### src/hw/rtl/trw_pkg.sv
// Package for the TDC readout word reformatter.
// Holds word type codes, result kinds, register indexes, reset values and shared structs.
// Depends on nothing.
package trw_pkg;

  localparam logic [4:0] TYPE_DATA      = 5'h00;
  localparam logic [4:0] TYPE_CHIP_HEAD = 5'h01;
  localparam logic [4:0] TYPE_CHIP_TAIL = 5'h03;
  localparam logic [4:0] TYPE_ERROR     = 5'h04;
  localparam logic [4:0] TYPE_HEADER    = 5'h08;
  localparam logic [4:0] TYPE_TRAILER   = 5'h10;
  localparam logic [4:0] TYPE_TIMETAG   = 5'h11;
  localparam logic [4:0] TYPE_FILLER    = 5'h18;

  localparam logic [1:0] KIND_DATA    = 2'd0;
  localparam logic [1:0] KIND_SLOT    = 2'd1;
  localparam logic [1:0] KIND_PATCHED = 2'd2;

  localparam logic [1:0] REG_OVERHEAD_WORDS = 2'd0;
  localparam logic [1:0] REG_WIDE_MASK      = 2'd1;
  localparam logic [1:0] REG_SLOT_FIX       = 2'd2;

  localparam logic [7:0]  OVERHEAD_RESET  = 8'd9;
  localparam logic [31:0] WIDE_MASK_RESET = 32'h0000_0000;
  localparam logic        SLOT_FIX_RESET  = 1'b1;

  typedef struct packed {
    logic [7:0]  overhead_words;
    logic [31:0] wide_format_slot_mask;
    logic        slot_fix_enable;
  } cfg_t;

  typedef struct packed {
    logic [4:0]  current_slot;
    logic [13:0] counted_words;
    logic [13:0] overhead_count;
  } state_t;

  typedef struct packed {
    logic        valid;
    logic [1:0]  kind;
    logic [31:0] word;
    logic        count_mismatch;
    logic        slot_replaced;
  } result_t;

endpackage

### src/hw/rtl/trw_cfg_regs.sv
// Configuration registers of the TDC readout word reformatter.
// Uses trw_pkg for register indexes, reset values and the cfg_t struct.
module trw_cfg_regs
  import trw_pkg::*;
(
  input  logic        clk_i,
  input  logic        rst_ni,
  input  logic        cfg_we_i,
  input  logic [1:0]  cfg_index_i,
  input  logic [31:0] cfg_data_i,
  output cfg_t        cfg_o
);

  cfg_t cfg_q, cfg_d;

  always_comb begin
    cfg_d = cfg_q;
    if (cfg_we_i) begin
      unique case (cfg_index_i)
        REG_OVERHEAD_WORDS: cfg_d.overhead_words = cfg_data_i[7:0];
        REG_WIDE_MASK:      cfg_d.wide_format_slot_mask = cfg_data_i;
        REG_SLOT_FIX:       cfg_d.slot_fix_enable = cfg_data_i[0];
        default:            cfg_d = cfg_q;
      endcase
    end
  end

  always_ff @(posedge clk_i or negedge rst_ni) begin
    if (!rst_ni) begin
      cfg_q.overhead_words        <= OVERHEAD_RESET;
      cfg_q.wide_format_slot_mask <= WIDE_MASK_RESET;
      cfg_q.slot_fix_enable       <= SLOT_FIX_RESET;
    end else begin
      cfg_q <= cfg_d;
    end
  end

  assign cfg_o = cfg_q;

endmodule

### src/hw/rtl/trw_decode.sv
// Word decoder of the TDC readout word reformatter: from one readout word and
// the board state it forms the result and the next state. Uses trw_pkg.
module trw_decode
  import trw_pkg::*;
(
  input  logic [31:0] raw_word_i,
  input  logic [4:0]  expected_slot_i,
  input  cfg_t        cfg_i,
  input  state_t      state_i,
  output state_t      state_o,
  output result_t     result_o
);

  logic [4:0]  word_type;
  logic        wide;
  logic [6:0]  chan;
  logic [18:0] value;
  logic [4:0]  hdr_slot;
  logic        repl;
  logic [26:0] diff;

  assign word_type = raw_word_i[31:27];
  assign wide      = cfg_i.wide_format_slot_mask[state_i.current_slot];
  assign chan      = wide ? {2'b00, raw_word_i[25:21]} : raw_word_i[25:19];
  assign value     = wide ? raw_word_i[18:0] : {raw_word_i[16:0], 2'b00};
  assign repl      = cfg_i.slot_fix_enable && (raw_word_i[4:0] != expected_slot_i);
  assign hdr_slot  = repl ? expected_slot_i : raw_word_i[4:0];
  assign diff      = {13'd0, raw_word_i[18:5]} - {13'd0, state_i.overhead_count};

  always_comb begin
    state_o  = state_i;
    result_o = '0;
    unique case (word_type) inside
      TYPE_DATA: begin
        state_o.counted_words = state_i.counted_words + 14'd1;
        result_o.valid = 1'b1;
        result_o.kind  = KIND_DATA;
        result_o.word  = {state_i.current_slot, raw_word_i[26], chan, value};
      end
      TYPE_HEADER: begin
        state_o.current_slot   = hdr_slot;
        state_o.counted_words  = 14'd1;
        state_o.overhead_count = {6'd0, cfg_i.overhead_words};
        result_o.valid         = 1'b1;
        result_o.kind          = KIND_SLOT;
        result_o.word          = {27'd0, hdr_slot};
        result_o.slot_replaced = repl;
      end
      TYPE_TRAILER: begin
        result_o.valid          = 1'b1;
        result_o.kind           = KIND_PATCHED;
        result_o.word           = {diff, state_i.current_slot};
        result_o.count_mismatch = (diff != {13'd0, state_i.counted_words});
      end
      TYPE_TIMETAG, TYPE_ERROR: begin
        state_o.overhead_count = state_i.overhead_count + 14'd1;
      end
      default: begin
        state_o = state_i;
      end
    endcase
  end

endmodule

### src/hw/rtl/tdc_readout_word_reformatter_top.sv
// Top level of the TDC readout word reformatter.
// Instantiates trw_cfg_regs and trw_decode; uses trw_pkg.
//
// Usage: readout words enter on the in channel (in_valid_i/in_ready_o) with
// the expected slot of the board being read. Each request is captured in an
// input register, decoded by one pass of short logic and, if it yields a
// result, placed in an output register shown on the out channel
// (out_valid_o/out_ready_i). Headers, data words and trailers give one
// result each; time tags and error words only bump the overhead count;
// other words give nothing.
// A result passes from the input register to the output register before it shows on
// out_valid_o, and one request is taken every cycle while the receiver does not stall.
// When the receiver stalls, the full output register holds and the input register
// keeps its request, so the in channel stalls after at most one further request;
// a word with no result waits there too.
// Reset clears the board state (slot, counters) and both pipeline valids and
// loads the configuration reset values. Configuration is written through
// cfg_we_i/cfg_index_i/cfg_data_i while the block is idle.
module tdc_readout_word_reformatter_top
  import trw_pkg::*;
(
  input  logic        clk_i,
  input  logic        rst_ni,
  input  logic        cfg_we_i,
  input  logic [1:0]  cfg_index_i,
  input  logic [31:0] cfg_data_i,
  input  logic        in_valid_i,
  output logic        in_ready_o,
  input  logic [31:0] raw_word_i,
  input  logic [4:0]  expected_slot_i,
  output logic        out_valid_o,
  input  logic        out_ready_i,
  output logic [1:0]  out_kind_o,
  output logic [31:0] out_word_o,
  output logic        count_mismatch_o,
  output logic        slot_replaced_o
);

  cfg_t    cfg;
  state_t  state_q, state_d;
  result_t result;

  logic        in_valid_q;
  logic [31:0] raw_word_q;
  logic [4:0]  expected_slot_q;
  logic        out_valid_q, out_valid_d;
  logic [1:0]  out_kind_q;
  logic [31:0] out_word_q;
  logic        count_mismatch_q;
  logic        slot_replaced_q;
  logic        advance;

  trw_cfg_regs u_cfg (
    .clk_i       (clk_i),
    .rst_ni      (rst_ni),
    .cfg_we_i    (cfg_we_i),
    .cfg_index_i (cfg_index_i),
    .cfg_data_i  (cfg_data_i),
    .cfg_o       (cfg)
  );

  trw_decode u_decode (
    .raw_word_i      (raw_word_q),
    .expected_slot_i (expected_slot_q),
    .cfg_i           (cfg),
    .state_i         (state_q),
    .state_o         (state_d),
    .result_o        (result)
  );

  assign advance    = in_valid_q && (!out_valid_q || out_ready_i);
  assign in_ready_o = !in_valid_q || advance;

  always_comb begin
    out_valid_d = out_valid_q;
    if (advance) begin
      out_valid_d = result.valid;
    end else if (out_ready_i) begin
      out_valid_d = 1'b0;
    end
  end

  always_ff @(posedge clk_i or negedge rst_ni) begin
    if (!rst_ni) begin
      in_valid_q  <= 1'b0;
      out_valid_q <= 1'b0;
      state_q     <= '0;
    end else begin
      out_valid_q <= out_valid_d;
      if (in_ready_o) begin
        in_valid_q <= in_valid_i;
      end
      if (advance) begin
        state_q <= state_d;
      end
    end
  end

  always_ff @(posedge clk_i) begin
    if (in_valid_i && in_ready_o) begin
      raw_word_q      <= raw_word_i;
      expected_slot_q <= expected_slot_i;
    end
    if (advance && result.valid) begin
      out_kind_q       <= result.kind;
      out_word_q       <= result.word;
      count_mismatch_q <= result.count_mismatch;
      slot_replaced_q  <= result.slot_replaced;
    end
  end

  assign out_valid_o      = out_valid_q;
  assign out_kind_o       = out_kind_q;
  assign out_word_o       = out_word_q;
  assign count_mismatch_o = count_mismatch_q;
  assign slot_replaced_o  = slot_replaced_q;

endmodule
### config.mk
export PLATFORM = sky130hd
export DESIGN_NAME = tdc_readout_word_reformatter_top
export DESIGN_NICKNAME = d
export VERILOG_FILES = /design/src/hw/rtl/trw_pkg.sv /design/src/hw/rtl/trw_cfg_regs.sv /design/src/hw/rtl/trw_decode.sv /design/src/hw/rtl/tdc_readout_word_reformatter_top.sv
export SDC_FILE = /design/constraint.sdc
export NUM_CORES = 1
export LEC_CHECK = 0
export ABC_CLOCK_PERIOD_IN_PS = 3900
export BUFFER_PORTS_ARGS = -buffer_cell sky130_fd_sc_hd__buf_2
export CAP_MARGIN = 20
export CORE_AREA = 2 2 133 135
export CTS_BUF_LIST = sky130_fd_sc_hd__clkbuf_2 sky130_fd_sc_hd__clkbuf_4 sky130_fd_sc_hd__clkbuf_8
export CTS_CLUSTER_SIZE = 25
export DETAILED_ROUTE_END_ITERATION = 16
export DIE_AREA = 0 0 135 137
export HOLD_SLACK_MARGIN = 0.1
export PLACE_DENSITY = 0.67
export RECOVER_POWER = 25
export SLEW_MARGIN = 25
export SYNTH_ARGS = -nofsm -noshare
export SYNTH_HDL_FRONTEND = slang
export SYNTH_SLANG_ARGS = --single-unit
export TNS_END_PERCENT = 10
### constraint.sdc
create_clock -name clk_i -period 3.9 [get_ports clk_i]
set_input_delay 0 -clock clk_i [delete_from_list [all_inputs] [get_ports clk_i]]
set_output_delay 0 -clock clk_i [all_outputs]
set_load 0.03 [all_outputs]
# ---- Word level (Yosys, flattened, before mapping)
# Cells that the tools add are included.
dict set report word_totals {
  romBits 0
  input_bits 76
  out_inout_bits 38
  elab_cells 56
  ramBits 0
  memories 0
  register_bits 149
  latchBits 0
}
dict set report op_classes {
  n_reduce_logical 20
  bitwise 0
  eq_ne 8
  div 0
  n_lt_le_gt_ge 1
  mux 10
  n_addsub 3
  n_mul 0
  shifts 0
}
# cell n
set ops {}
lappend ops {{35-bit case mux with 3 select lines} 1}
lappend ops {{14-bit case mux with 2 select lines} 2}
lappend ops {{14-bit by 1-bit adder with 14-bit output, second input constant} 2}
lappend ops {{27-bit by 14-bit != test with 1-bit output} 1}
lappend ops {{19-bit 2-to-1 mux} 1}
lappend ops {{14-bit by 14-bit subtractor with 15-bit output} 1}
lappend ops {{2-bit AND reduction} 6}
lappend ops {{5-bit == test, second input constant} 2}
lappend ops {{7-bit 2-to-1 mux} 1}
lappend ops {{5-bit by 6-bit < comparator with 1-bit output, second input constant} 1}
lappend ops {{2-bit nonzero test} 3}
lappend ops {{1-bit binary-select mux with 5-bit select} 1}
lappend ops {{5-bit by 3-bit == test with 1-bit output, second input constant} 1}
lappend ops {{5-bit by 4-bit == test with 1-bit output, second input constant} 1}
lappend ops {{5-bit logical NOT} 1}
lappend ops {{5-bit 2-to-1 mux} 1}
lappend ops {{5-bit != test} 1}
lappend ops {{1-bit logical AND} 4}
lappend ops {{1-bit 2-to-1 mux} 3}
lappend ops {{2-bit by 1-bit == test with 1-bit output, second input constant} 1}
lappend ops {{2-bit == test, second input constant} 1}
lappend ops {{1-bit logical NOT} 2}
lappend ops {{2-bit logical NOT} 1}
lappend ops {{1-bit logical OR} 2}
lappend ops {{2-bit OR reduction} 1}

# ---- Logic depth before layout (Yosys ltp)
dict set report logic_depth {
  word_depth 5
  ltp_mapped 12
  depth_no_buf 11
}

# ---- Hierarchy
# From an unflattened synthesis, not the netlist that was laid out.
dict set report hier_totals {
  cells_unflattened 703
  hier_area_um2 8255.4
}
# mod n_inst seq_area_each_um2 cells_each area_each_um2
set by_module_without_submodules {}
lappend by_module_without_submodules {tdc_readout_word_reformatter_top 1 3067.9 153 3673.5}
lappend by_module_without_submodules {trw_decode 1 0.0 462 3010.4}
lappend by_module_without_submodules {trw_cfg_regs 1 1029.7 88 1571.5}

# ---- Worst setup path after synthesis
# Ideal clock, no wire load.
dict set report synth_timing {
  kind {reg2reg}
  start {register raw_word_q[29]}
  end {register count_mismatch_q, in the netlist count_mismatch_o, enable pin}
  setup_ns 0.486
  setup_slack_ns -0.189
  path_buffers 0
  arrival_ns 3.602
  synth_period_minus_slack_ns 4.089
  t_required_ns 3.414
  stages_incl_launch_ff 3
  path_cell_list {edfxtp_1 > or3_1 > a211oi_1}
}
dict set report synth_between {
  elab_chain_len 3
  word_cells_on_any_way 5
  cone_classes {eq/ne (2); mux (1); reduce/logical (2)}
}
# element line_no
set synth_lines {}
lappend synth_lines {{from (decl)} tdc_readout_word_reformatter_top.sv:44} ;# logic [31:0] raw_word_q;
lappend synth_lines {{from (signal assigned)} tdc_readout_word_reformatter_top.sv:101} ;# raw_word_q <= raw_word_i;
lappend synth_lines {{5-bit == test (no line), or another cell as far along} -}
lappend synth_lines {{35-bit case mux with 3 select lines *} trw_decode.sv:33} ;# unique case (word_type) inside
lappend synth_lines {{1-bit logical AND *} tdc_readout_word_reformatter_top.sv:104} ;# if (advance && result.valid) begin
lappend synth_lines {{to (signal assigned)} tdc_readout_word_reformatter_top.sv:107} ;# count_mismatch_q <= result.count_mismatch;
lappend synth_lines {{to (decl)} tdc_readout_word_reformatter_top.sv:49} ;# logic count_mismatch_q;
# Every way passes the cells marked *; elsewhere a longest branch is shown, timed or not.
# A chain may end at the register's enable or synchronous reset.

==> impl_metrics.env <==
export IMPL_ys_ff_latch=149
export IMPL_synth_top_area_cell="edfxtp_1"
export IMPL_fin_cells=1065
export IMPL_grt_pass1_wl_um=30060
export IMPL_grt_max_degree=77
export IMPL_num_vias=5812
export IMPL_peakVddDrop_mv=0.3850
export IMPL_cp_max_fo=14
export IMPL_rsz0062_at_grt="false"
export IMPL_multi_input_area_um2=3208
export IMPL_finalClockSkew_ns=0.01384
export IMPL_grt_ovfl_total=0
export IMPL_avgRoutedWirePerCell_um=18.28
export IMPL_finalSetupViolations=0
export IMPL_cts_buffers=17
export IMPL_max_stage_delay_ns=0.70
export IMPL_ys_types=57
export IMPL_yosysSeqAreaShare_pct=54.54
export IMPL_syn_inst=635
export IMPL_powerDensity_nw_per_um2=511.2
export IMPL_cp_arrival_ns=3.50
export IMPL_synth_area_um2=7513
export IMPL_fin_nets=920
export IMPL_avgSynthCellArea_um2=11.83
export IMPL_final_cell_mix="buf_2 (106), dlygate4sd3_1 (81), edfxtp_1 (73), dfrtp_1 (73), nor2_1 (54)"
export IMPL_die_y_um=137
export IMPL_diodes=0
export IMPL_initial_core_util_pct=44.05
export IMPL_period_minus_slack_ns=3.297
export IMPL_final_common_cell="buf_2"
export IMPL_cts_sinks=149
export IMPL_hold_viol=0
export IMPL_setup_tns_final_ns=0
export IMPL_finalPower_mw=4.870
export IMPL_cts_buffer_depth=2
export IMPL_slew_viol_final=77
export IMPL_htreeDepth=4
export IMPL_syn_num_nets=728
export IMPL_worstSetupEndpointType="flop"
export IMPL_grt_usage_pct=21.55
export IMPL_placed_area_um2=8307
export IMPL_vias_per_cell=5.457
export IMPL_final_util_pct=55.85
export IMPL_gp_congestion=0.9140
export IMPL_p_seq_share_pct=41.7
export IMPL_path_cells="mux4_1 -> mux4_2 -> mux2i_4 -> buf_4 -> mux2i_1 -> o221ai_1"
export IMPL_die_area_um2=18500
export IMPL_syn2layout_area_growth_pct=26.79
export IMPL_die_w_um=135
export IMPL_cts_root_buf="clkbuf_8"
export IMPL_violations="max-capacitance violations, max-slew violations"
export IMPL_rows=48
export IMPL_ios=114
export IMPL_yosys_top_cells_area="edfxtp_1 (29%), dfrtp_1 (24%), mux2_1 (4.8%)"
export IMPL_power_frac_clock_pct=25.8
export IMPL_p_sw_share_pct=34.61
export IMPL_grt_pass1_vias=5756
export IMPL_first_pass_iters=6
export IMPL_hold_path_class="in2reg"
export IMPL_worst_pin_slew_ns=1.953
export IMPL_ctsHoldBuffers=81
export IMPL_slew_headroom_pct=-30.17
export IMPL_register_area_um2=4098
export IMPL_port_buffer_count=113
export IMPL_wl_um=19470
export IMPL_dp_hpwl_um=13650
export IMPL_final_cell_area_um2=9527
export IMPL_post_route_drc_count=0
export IMPL_timing_fmax_ghz=0.3033
export IMPL_dp_cells=952
export IMPL_antenna_found_initial=0
export IMPL_p_leak_nw=4.026
export IMPL_core_um2=17060
export IMPL_nFillCells=1419
export IMPL_layout_drive_gt1_share_pct=20.95
export IMPL_path_clk_slew_ns=0.09
export IMPL_cts_setup_buffers=0
export IMPL_synthFlopType="edfxtp_1"
export IMPL_cts_tree="yes"
export IMPL_comb_power_share_pct=32.6
export IMPL_switchingPower_mw=1.685
export IMPL_cpMaxStageDelayCell="dfrtp_1"
export IMPL_drtAntennaViolNets=0
export IMPL_status="finished, violations left"
export IMPL_clk_latency_ns=0.47
export IMPL_startpoint_type="flop"
export IMPL_intPower_mw=3.184
export IMPL_max_cap_violations=1
export IMPL_yosys_warnings=0
export IMPL_post_route_period_util_pct=84.53
export IMPL_synth_top_area_share_pct=29.18
export IMPL_drt_iter0_drc=375
export IMPL_cp_required_ns=4.10
export IMPL_post_cts_resized=0
export IMPL_async_flop_share_pct=51.01
export IMPL_crit_type="reg2reg"
export IMPL_synth_edff_count=73
==> power by group through the flow <==
stage	Combinational (mW)	Clock, mW	Sequential [mW]
floorplan	1.18	0	1.99
global placement	1.45	0	2.05
detailed placement	1.49	0	2.06
CTS	1.58	1.27	2.03
global route	1.73	1.35	2.06
finish	1.59	1.25	2.03
==> state kept, by name (all words and copies together), names as in the netlist <==
signal	flops
slot_replaced_o	1
state_q	33
out_word_o	32
expected_slot_q	5
raw_word_q	32
out_kind_o	2
in_valid_q	1
count_mismatch_o	1
u_cfg.cfg_o	41
out_valid_o	1
==> through the flow <==
stage | setup slack (ns) | hold WS [ns]
finish | 0.6033 | 0.2382
floorplan | 1.079 | -0.2956
CTS | 0.5664 | 0.2155
global route | 0.4106 | 0.2158
global placement | 0.6687 | 0.1781
detailed placement | 0.5714 | 0.1781
==> logic make-up after synthesis <==
group	after synthesis	share of synthesized area [%]
mux	74	12.44
fa+ha+maj	17	2.931
simple gates	180	11.36
xor+xnor	47	6.028
flops	149	54.54
buf+inv	50	2.947
compound gates	118	9.759
==> Yosys cell counts, types with 4 or more instances <==
master    count
dfrtp_1      73
edfxtp_1     73
nor2_1       54
nand2_1      47
a21oi_1      37
mux2_1       32
xnor2_1      22
xor2_1       22
clkbuf_1     21
mux2i_1      21
a211oi_1     19
nand3_1      19
inv_1        18
o21ai_1      18
ha_1         16
mux2_2       10
nand2b_1     10
mux4_2        9
a21o_1        8
nor3_1        8
o21ai_0       8
and3_1        7
a31oi_1       5
nand4_1       5
nor2b_1       5
or2_1         5
and2_1        4
buf_1         4
nor3b_1       4
nor4_1        4
o31ai_1       4
==> routing by layer <==
layer  GRT usage (%)  wire (µm)
met5               0          0
met1           28.34       8351
met3           4.889       1346
met4           6.829        406
met2           35.67       9361
==> critical path: cells and delay by family (launching register included) <==
kind	cells	cell delay (ns)
AO/OA/AOI/OAI	1	0.14
buffers and inverters	1	0.32
flip-flops	1	0.70
multiplexers	4	1.85
==> area by class of cell <==
class                           instances  area share [%]
Clock inverter                         15           1.944
Tap cell                              225           2.955
Inverter                               21          0.8274
Timing Repair Buffer                  202           15.13
Sequential cell                       149           43.01
Multi-Input combinational cell        436           33.67
Clock buffer                           17           2.456
==> final timing paths <==
check,cells after the start,slack [ns],endpoint,startpoint
setup / recovery,6,0.60,out_word_o[4],state_q[28]
hold / removal,2,0.24,raw_word_q[26],raw_word_i[26]
setup reg to reg,6,0.60,out_word_o[4],state_q[28]
hold reg to reg,1,0.50,u_cfg.cfg_o[9],u_cfg.cfg_o[9]
max in group asynchronous,2,2.10,u_cfg.cfg_o[25],rst_ni
min in group asynchronous,2,0.61,state_q[22],rst_ni
(Power assumes the default switching activity.)
